===== src/rtl/rstab_pkg.sv =====
package rstab_pkg;

    localparam int TAG_BITS     = 6;
    localparam int VALUE_BITS   = 32;
    localparam int ROB_BITS     = 6;
    localparam int PAYLOAD_BITS = 16;
    localparam int QUEUE_DEPTH  = 2;

    localparam logic [1:0] REQ_INSERT = 2'd0;
    localparam logic [1:0] REQ_REMOVE = 2'd1;
    localparam logic [1:0] REQ_BCAST  = 2'd2;
    localparam logic [1:0] REQ_SCAN   = 2'd3;

    typedef struct packed {
        logic [1:0]              req_type;
        logic [PAYLOAD_BITS-1:0] op_payload;
        logic [TAG_BITS-1:0]     src1_tag;
        logic [VALUE_BITS-1:0]   src1_value;
        logic [TAG_BITS-1:0]     src2_tag;
        logic [VALUE_BITS-1:0]   src2_value;
        logic [ROB_BITS-1:0]     rob_id;
        logic [TAG_BITS-1:0]     bcast_tag;
        logic [VALUE_BITS-1:0]   bcast_value;
    } rstab_request_t;

    typedef struct packed {
        logic                    success;
        logic                    station_full;
        logic                    entry_valid;
        logic [PAYLOAD_BITS-1:0] out_payload;
        logic [VALUE_BITS-1:0]   out_src1;
        logic [VALUE_BITS-1:0]   out_src2;
        logic [ROB_BITS-1:0]     out_rob_index;
        logic                    last;
    } rstab_result_t;

    typedef struct packed {
        rstab_request_t req;
        logic           bcast_live;
        logic           ins_ready;
    } rstab_cmd_t;

endpackage


===== src/rtl/rstab_front.sv =====
module rstab_front (
    input  logic                    clk,
    input  logic                    rst_n,
    input  logic                    start,
    input  rstab_pkg::rstab_request_t request,
    input  logic                    pop,
    output logic                    busy,
    output logic                    cmd_valid,
    output rstab_pkg::rstab_cmd_t   cmd
);
    import rstab_pkg::*;

    localparam int PTR_BITS = (QUEUE_DEPTH > 1) ? $clog2(QUEUE_DEPTH) : 1;
    localparam int CNT_BITS = $clog2(QUEUE_DEPTH + 1);

    rstab_cmd_t          queue_reg [QUEUE_DEPTH];
    logic [PTR_BITS-1:0] wr_ptr_reg, wr_ptr_next;
    logic [PTR_BITS-1:0] rd_ptr_reg, rd_ptr_next;
    logic [CNT_BITS-1:0] count_reg, count_next;
    logic                push;
    logic                do_pop;
    rstab_cmd_t          cls;

    assign busy      = (count_reg == CNT_BITS'(QUEUE_DEPTH));
    assign cmd_valid = (count_reg != '0);
    assign cmd       = queue_reg[rd_ptr_reg];
    assign push      = start && !busy;
    assign do_pop    = pop && cmd_valid;

    // decode once on entry
    always_comb
    begin
        cls            = '0;
        cls.req        = request;
        cls.bcast_live = (request.req_type == REQ_BCAST) && (request.bcast_tag != '0);
        cls.ins_ready  = (request.src1_tag == '0) && (request.src2_tag == '0);
    end

    always_comb
    begin
        wr_ptr_next = wr_ptr_reg;
        rd_ptr_next = rd_ptr_reg;
        count_next  = count_reg;
        if (push)
        begin
            wr_ptr_next = (wr_ptr_reg == PTR_BITS'(QUEUE_DEPTH - 1)) ? '0 : wr_ptr_reg + 1'b1;
        end
        if (do_pop)
        begin
            rd_ptr_next = (rd_ptr_reg == PTR_BITS'(QUEUE_DEPTH - 1)) ? '0 : rd_ptr_reg + 1'b1;
        end
        if (push && !do_pop)
        begin
            count_next = count_reg + 1'b1;
        end
        else if (do_pop && !push)
        begin
            count_next = count_reg - 1'b1;
        end
    end

    always_ff @(posedge clk or negedge rst_n)
    begin
        if (!rst_n)
        begin
            wr_ptr_reg <= '0;
            rd_ptr_reg <= '0;
            count_reg  <= '0;
        end
        else
        begin
            wr_ptr_reg <= wr_ptr_next;
            rd_ptr_reg <= rd_ptr_next;
            count_reg  <= count_next;
        end
    end

    always_ff @(posedge clk)
    begin
        if (push)
        begin
            queue_reg[wr_ptr_reg] <= cls;
        end
    end

endmodule


===== src/rtl/rstab_table.sv =====
module rstab_table #(
    parameter int ENTRIES = 8
) (
    input  logic                   clk,
    input  logic                   rst_n,
    input  logic                   cmd_valid,
    input  rstab_pkg::rstab_cmd_t  cmd,
    output logic                   pop,
    output logic                   result_valid,
    output rstab_pkg::rstab_result_t result
);
    import rstab_pkg::*;

    localparam int IDX_BITS = (ENTRIES > 1) ? $clog2(ENTRIES) : 1;

    localparam logic ST_EXEC = 1'b0;
    localparam logic ST_SCAN = 1'b1;

    logic                    state_reg, state_next;
    logic [ENTRIES-1:0]      busy_reg, busy_next;
    logic [ENTRIES-1:0]      ready_reg, ready_next;
    logic [ENTRIES-1:0]      mask_reg, mask_next;
    rstab_result_t           result_reg, result_next;
    logic                    result_valid_reg, result_valid_next;

    logic [TAG_BITS-1:0]     tag1_reg [ENTRIES];
    logic [TAG_BITS-1:0]     tag2_reg [ENTRIES];
    logic [VALUE_BITS-1:0]   op1_reg  [ENTRIES];
    logic [VALUE_BITS-1:0]   op2_reg  [ENTRIES];
    logic [PAYLOAD_BITS-1:0] pay_reg  [ENTRIES];
    logic [ROB_BITS-1:0]     rob_reg  [ENTRIES];

    logic [ENTRIES-1:0]      rob_match;
    logic [ENTRIES-1:0]      hit1;
    logic [ENTRIES-1:0]      hit2;
    logic [ENTRIES-1:0]      scan_src;
    logic [ENTRIES-1:0]      scan_rest;
    logic [IDX_BITS-1:0]     ins_idx;
    logic [IDX_BITS-1:0]     rem_idx;
    logic [IDX_BITS-1:0]     pick_idx;
    logic                    ins_hit;
    logic                    rem_hit;
    logic                    ins_we;
    logic                    bcast_we;
    logic                    scan_step;

    assign pop = cmd_valid && (state_reg == ST_EXEC);

    always_comb
    begin
        for (int i = 0; i < ENTRIES; i++)
        begin
            rob_match[i] = busy_reg[i] && (rob_reg[i] == cmd.req.rob_id);
            hit1[i]      = busy_reg[i] && (tag1_reg[i] == cmd.req.bcast_tag);
            hit2[i]      = busy_reg[i] && (tag2_reg[i] == cmd.req.bcast_tag);
        end
    end

    // lowest-index priority encoders
    always_comb
    begin
        ins_idx  = '0;
        rem_idx  = '0;
        pick_idx = '0;
        for (int i = ENTRIES - 1; i >= 0; i--)
        begin
            if (!busy_reg[i])
            begin
                ins_idx = IDX_BITS'(i);
            end
            if (rob_match[i])
            begin
                rem_idx = IDX_BITS'(i);
            end
            if (scan_src[i])
            begin
                pick_idx = IDX_BITS'(i);
            end
        end
    end

    assign ins_hit   = !(&busy_reg);
    assign rem_hit   = |rob_match;
    assign scan_src  = (state_reg == ST_SCAN) ? mask_reg : (busy_reg & ready_reg);
    assign scan_rest = scan_src & ~(ENTRIES'(1) << pick_idx);
    assign scan_step = (state_reg == ST_SCAN) || (pop && (cmd.req.req_type == REQ_SCAN));
    assign ins_we    = pop && (cmd.req.req_type == REQ_INSERT) && ins_hit;
    assign bcast_we  = pop && cmd.bcast_live;

    always_comb
    begin
        state_next        = state_reg;
        busy_next         = busy_reg;
        ready_next        = ready_reg;
        mask_next         = mask_reg;
        result_next       = '0;
        result_valid_next = 1'b0;

        if (pop)
        begin
            result_valid_next = 1'b1;
            result_next.last  = 1'b1;
            case (cmd.req.req_type)
                REQ_INSERT:
                begin
                    result_next.success = ins_hit;
                    if (ins_hit)
                    begin
                        busy_next[ins_idx]  = 1'b1;
                        ready_next[ins_idx] = cmd.ins_ready;
                    end
                end
                REQ_REMOVE:
                begin
                    result_next.success = rem_hit;
                    if (rem_hit)
                    begin
                        busy_next[rem_idx] = 1'b0;
                    end
                end
                REQ_BCAST:
                begin
                    if (cmd.bcast_live)
                    begin
                        for (int i = 0; i < ENTRIES; i++)
                        begin
                            if (busy_reg[i] && (hit1[i] || tag1_reg[i] == '0)
                                && (hit2[i] || tag2_reg[i] == '0))
                            begin
                                ready_next[i] = 1'b1;
                            end
                        end
                    end
                end
                default:
                begin
                end
            endcase
        end

        if (scan_step)
        begin
            result_valid_next = 1'b1;
            result_next.last  = 1'b1;
            if (scan_src != '0)
            begin
                result_next.entry_valid   = 1'b1;
                result_next.out_payload   = pay_reg[pick_idx];
                result_next.out_src1      = op1_reg[pick_idx];
                result_next.out_src2      = op2_reg[pick_idx];
                result_next.out_rob_index = rob_reg[pick_idx];
                result_next.last          = (scan_rest == '0);
                mask_next                 = scan_rest;
                state_next                = (scan_rest == '0) ? ST_EXEC : ST_SCAN;
            end
        end

        result_next.station_full = &busy_next;
    end

    always_ff @(posedge clk or negedge rst_n)
    begin
        if (!rst_n)
        begin
            state_reg        <= ST_EXEC;
            busy_reg         <= '0;
            ready_reg        <= '0;
            mask_reg         <= '0;
            result_valid_reg <= 1'b0;
        end
        else
        begin
            state_reg        <= state_next;
            busy_reg         <= busy_next;
            ready_reg        <= ready_next;
            mask_reg         <= mask_next;
            result_valid_reg <= result_valid_next;
        end
    end

    always_ff @(posedge clk)
    begin
        result_reg <= result_next;
        for (int i = 0; i < ENTRIES; i++)
        begin
            if (ins_we && (ins_idx == IDX_BITS'(i)))
            begin
                tag1_reg[i] <= cmd.req.src1_tag;
                tag2_reg[i] <= cmd.req.src2_tag;
                op1_reg[i]  <= cmd.req.src1_value;
                op2_reg[i]  <= cmd.req.src2_value;
                pay_reg[i]  <= cmd.req.op_payload;
                rob_reg[i]  <= cmd.req.rob_id;
            end
            else if (bcast_we)
            begin
                if (hit1[i])
                begin
                    tag1_reg[i] <= '0;
                    op1_reg[i]  <= cmd.req.bcast_value;
                end
                if (hit2[i])
                begin
                    tag2_reg[i] <= '0;
                    op2_reg[i]  <= cmd.req.bcast_value;
                end
            end
        end
    end

    assign result_valid = result_valid_reg;
    assign result       = result_reg;

endmodule


===== src/rtl/reservation_station_table.sv =====
// First result of a transaction: queue entry, then the result register.
// Insert, remove and broadcast: sustained one per cycle while no ready scan runs.
// Ready scan: one result per ready entry (a single result when none).
// A two-deep command queue absorbs scans; busy is high only while it is full.
// Async active-low reset empties the queue and clears busy and ready bits.
module reservation_station_table #(
    parameter int ENTRIES = 8
) (
    input  logic                     clk,
    input  logic                     rst_n,
    input  logic                     start,
    input  rstab_pkg::rstab_request_t request,
    output logic                     busy,
    output logic                     result_valid,
    output rstab_pkg::rstab_result_t result
);
    import rstab_pkg::*;

    rstab_cmd_t cmd;
    logic       cmd_valid;
    logic       pop;

    rstab_front u_front (
        .clk       (clk),
        .rst_n     (rst_n),
        .start     (start),
        .request   (request),
        .pop       (pop),
        .busy      (busy),
        .cmd_valid (cmd_valid),
        .cmd       (cmd)
    );

    rstab_table #(
        .ENTRIES (ENTRIES)
    ) u_table (
        .clk          (clk),
        .rst_n        (rst_n),
        .cmd_valid    (cmd_valid),
        .cmd          (cmd),
        .pop          (pop),
        .result_valid (result_valid),
        .result       (result)
    );

endmodule


===== config.mk =====
export PLATFORM = sky130hd
export DESIGN_NAME = reservation_station_table
export DESIGN_NICKNAME = d
export VERILOG_FILES = /design/src/rtl/rstab_pkg.sv /design/src/rtl/rstab_front.sv /design/src/rtl/rstab_table.sv /design/src/rtl/reservation_station_table.sv
export SDC_FILE = /design/constraint.sdc
export NUM_CORES = 2
export LEC_CHECK = 0
export BUFFER_PORTS_ARGS = -buffer_cell sky130_fd_sc_hd__buf_2
export CORE_ASPECT_RATIO = 2
export CORE_MARGIN = 2
export CORE_UTILIZATION = 35
export CTS_CLUSTER_DIAMETER = 150
export CTS_CLUSTER_SIZE = 14
export DETAILED_ROUTE_END_ITERATION = 16
export PLACE_DENSITY = 0.57
export SYNTH_ARGS = -nofsm -noshare
export SYNTH_HDL_FRONTEND = slang
export SYNTH_SLANG_ARGS = --single-unit
export TNS_END_PERCENT = 20

===== constraint.sdc =====
create_clock -name clk -period 9.1 [get_ports clk]
set_input_delay 1.82 -clock clk [delete_from_list [all_inputs] [get_ports clk]]
set_output_delay 1.82 -clock clk [all_outputs]
set_load 0.1 [all_outputs]

==> impl_metrics.tcl <==
set metrics [dict create \
    run_status "finished, final reports clean" \
    via_count 31420 \
    clock-root-buffer "sky130_fd_sc_hd__clkbuf_16" \
    portBuffers 232 \
    yosys.area_share.xor_xnor_pct 2.55 \
    finalWorstSetupSlack_ns 3.99 \
    rows 198 \
    synth.ff_latch_count 1184 \
    irDropWorstVdd_mv 0.348 \
    post-dp-hpwl_um 92800 \
    period_minus_slack_ns 5.11 \
    synth-simple-area-share_pct 8.75 \
    post_drt_via_cell_ratio 5.43 \
    layout_worst_path_cycle_share_pct 56.2 \
    finalClockSkew_ns 0.0329 \
    totalPowerFinal_uw 18900 \
    synth_area_mm2 0.0512 \
    grt_pass1_wl_um 218000 \
    power.net_switching_uw 7720 \
    cts_tree "built" \
    synthToLayoutAreaGrowth_pct 11.7 \
    die_height_um 545 \
    post-synth-top-area-cell "sky130_fd_sc_hd__edfxtp_1" \
    grt_setup_unrepaired "no" \
    sw_frac_of_total_pct 40.8 \
    portion_of_total_power_attributed_to_the_clock_network_pct 21.1 \
    kind_of_end_point_of_the_critical_path "flip-flop" \
    power.density_mw_per_mm2 331 \
    pre_cts_slack_ns 3.96 \
    dominantRegCellSynth "sky130_fd_sc_hd__edfxtp_1" \
    clock_tree.htree_level_count 3 \
    fill_cells 13528 \
    track_usage_pct 19.8 \
    critical_path_maximum_fanout 41 \
    finalHoldViolCount 0 \
    total_of_endpoints_with_negative_setup_slack_in_the_final_report 0 \
    fp.coreArea_mm2 0.145 \
    seqPwrFrac_pct 40.1 \
    global_route.overflow_total 0 \
    drive_above_1_share_pct 13.5 \
    clkSinkCount 1184 \
    leakagePower_uw 0.0221 \
    setup_cp_type "reg -> reg" \
    finalSetupTns_ns 0 \
    slew_limit_fails 0 \
    crit_path_start_kind "flip-flop" \
    detail_route.drc_violations 0 \
    final_common_cell "sky130_fd_sc_hd__edfxtp_1" \
    yosys-top-cells-area "sky130_fd_sc_hd__edfxtp_1 (62%), sky130_fd_sc_hd__mux2i_1 (12%), sky130_fd_sc_hd__dfxtp_1 (4.0%)" \
    share_of_the_synthesized_area_in_the_top_cell_type_pct 61.7 \
    synth_async_sr_flop_share_pct 2.53 \
    largest_family_of_logic_cells_by_synthesized_area "multiplexers" \
    nets_final 3946 \
    totalWireLength_um 151000 \
    mappedNetlistNets 3797 \
    place_inst 5608 \
    synth_compound_area_share_pct 5.38 \
    fp.dieArea_mm2 0.150 \
    mostFrequentLayoutCells "sky130_fd_sc_hd__edfxtp_1 (1052), sky130_fd_sc_hd__mux2i_1 (605), sky130_fd_sc_hd__nand2_1 (381), sky130_fd_sc_hd__buf_2 (232), sky130_fd_sc_hd__o21ai_0 (177)" \
    hold-worst-slack_ns 0.484 \
    cts_setup_buffers 0 \
    grt_pass1_vias 32550 \
    ctsLongestPathBuffers 3 \
    wl_per_cell_um 26.0 \
    synthesis.area_per_instance_um2 14.0 \
    synthMuxAreaShare_pct 13.3 \
    worst_slew_pin_slew_ns 1.18 \
    synth-edff-count 1052 \
    synth_fa_ha_area_share_pct 0.0440 \
    synth.yosys.warnings 0 \
    ctsHoldBuffers 0 \
    routability_cong 0.848 \
    drtIter0Drc 2272 \
    cells_after_synthesis 3655 \
    numCtsBuffers 94 \
    power.share.combinational_pct 38.8 \
    timing.hold.worst.class "reg -> reg" \
    grt_start_max_net_pins 193 \
    ios 233 \
    floorplan.initialDensity_pct 35.2 \
    horizontal_die_dimension_um 275 \
    detail-route-antenna-nets 0 \
    internal_power_uw 11200 \
    crit_required_ns 9.42 \
    cts.reportedPaths.clkPinSlew_ns 0.07 \
    detailedRoute.firstPassIterationCount 5 \
    cap_violations 0 \
    worst_slew_slack_as_a_fraction_of_its_limit_pct 21.2 \
    number_of_antenna_violations_at_the_first_check_in_global_routing 6 \
    arrival_ns 5.43 \
    largest_register_ff_count 280 \
    synth_cell_type_count 67 \
    clock_latency_reported_for_the_late_side_of_the_worst_skew_pair_ns 0.71 \
    ys_seq_area_share_pct 67.1 \
    max_clock_freq_mhz 196 \
    layout.cells.non_filler 5789 \
    cts_resized 0 \
]
critical path: stages (launching register included):
cell and delay [ns]:
sky130_fd_sc_hd__dfrtp_4 0.77, sky130_fd_sc_hd__buf_4 0.74, sky130_fd_sc_hd__mux2i_4 0.92, sky130_fd_sc_hd__xor2_1 0.20, sky130_fd_sc_hd__nand4_1 0.11, sky130_fd_sc_hd__or4_1 0.51, sky130_fd_sc_hd__nor2_4 0.10, sky130_fd_sc_hd__buf_4 0.57
sky130_fd_sc_hd__or2_4 0.65
area by class of cell:
type                       instances  area, µm²  area share, %
clock inverter                     5       96.3          0.168
timing repair buffer             320       1850           3.23
tap                             1900       2380           4.15
sequential                      1184      34400           60.1
inverter                          24       90.1          0.157
multi-input combinational       2180      15700           27.5
clock buffer                     172       2710           4.73
antenna                            4       10.0         0.0175
worst paths after layout:
check / from / to / slack, ns / cells after the start
max in group asynchronous: rst_n / u_front.rd_ptr_reg / 7.34 / 1
hold reg to reg: u_table.mask_reg[4] / u_table.mask_reg[4] / 0.48 / 1
setup / recovery: u_front.rd_ptr_reg / u_table.op1_reg[2][23] / 3.99 / 8
min in group asynchronous: rst_n / u_front.wr_ptr_reg / 1.19 / 1
hold / removal: u_table.mask_reg[4] / u_table.mask_reg[4] / 0.48 / 1
setup reg to reg: u_front.rd_ptr_reg / u_table.op1_reg[2][23] / 3.99 / 8
power by group through the flow:
| stage | combinational, µW | clock (µW) | sequential (µW) |
|---|---|---|---|
| global route | 7890 | 4260 | 7650 |
| CTS | 7420 | 4090 | 7590 |
| finish | 7350 | 3990 | 7580 |
| detailed placement | 7400 | 0 | 7700 |
| global placement | 7320 | 0 | 7690 |
| floorplan | 4140 | 0 | 8290 |
logic make-up after synthesis:
kind of cell,Yosys count
AOI/OAI and AO/OA,435
xor gates and xnor gates,149
adders and majority gates,2
buffers and inverters,291
DFF,1184
muxes,662
and+or+nand+nor,932
per-stage QoR:
| step | instance area (µm²) | utilization, % |
|---|---|---|
| detailed placement | 54400 | 37.4 |
| CTS | 57200 | 39.4 |
| global route | 57200 | 39.4 |
| floorplan | 51200 | - |
| finish | 57200 | 39.4 |
| global placement | 54400 | 37.4 |
synthesized netlist by cell type (3+ instances only):
cell                          n
sky130_fd_sc_hd__edfxtp_1  1052
sky130_fd_sc_hd__clkbuf_1   162
sky130_fd_sc_hd__a21oi_1     12
sky130_fd_sc_hd__o311ai_1    44
sky130_fd_sc_hd__mux2i_1    623
sky130_fd_sc_hd__o21ai_0    178
sky130_fd_sc_hd__o31ai_1     21
sky130_fd_sc_hd__nand3_1    101
sky130_fd_sc_hd__mux2_1       9
sky130_fd_sc_hd__nand4_1     33
sky130_fd_sc_hd__or2_1       15
sky130_fd_sc_hd__inv_1       23
sky130_fd_sc_hd__a21o_1       3
sky130_fd_sc_hd__dfrtp_1     30
sky130_fd_sc_hd__dfxtp_1    102
sky130_fd_sc_hd__nand3b_1     4
sky130_fd_sc_hd__o21ai_1     22
sky130_fd_sc_hd__and3_1      90
sky130_fd_sc_hd__nand2_1    393
sky130_fd_sc_hd__or4_4        5
sky130_fd_sc_hd__nor3_1      11
sky130_fd_sc_hd__buf_6       37
sky130_fd_sc_hd__o21a_1       3
sky130_fd_sc_hd__or3_1       92
sky130_fd_sc_hd__a31oi_1      5
sky130_fd_sc_hd__o22ai_1     86
sky130_fd_sc_hd__buf_4       13
sky130_fd_sc_hd__nand2b_1     4
sky130_fd_sc_hd__o311ai_0    42
sky130_fd_sc_hd__buf_2       43
sky130_fd_sc_hd__mux2i_4     12
sky130_fd_sc_hd__buf_1       12
sky130_fd_sc_hd__xor2_1      69
sky130_fd_sc_hd__mux2_2      18
sky130_fd_sc_hd__or4_1       31
sky130_fd_sc_hd__nor2_1     131
sky130_fd_sc_hd__xnor2_1     80
sky130_fd_sc_hd__nor4_1       5
sky130_fd_sc_hd__nor3b_1      3
layer usage:
metal	global-route usage (%)	wire, µm	up-vias
met1	22.1	55600	16061
met5	0	0	-
li1	-	-	14071
met3	2.27	6810	308
met2	37.7	82100	980
met4	8.39	6200	0
Power figures use the tool's default switching activity.
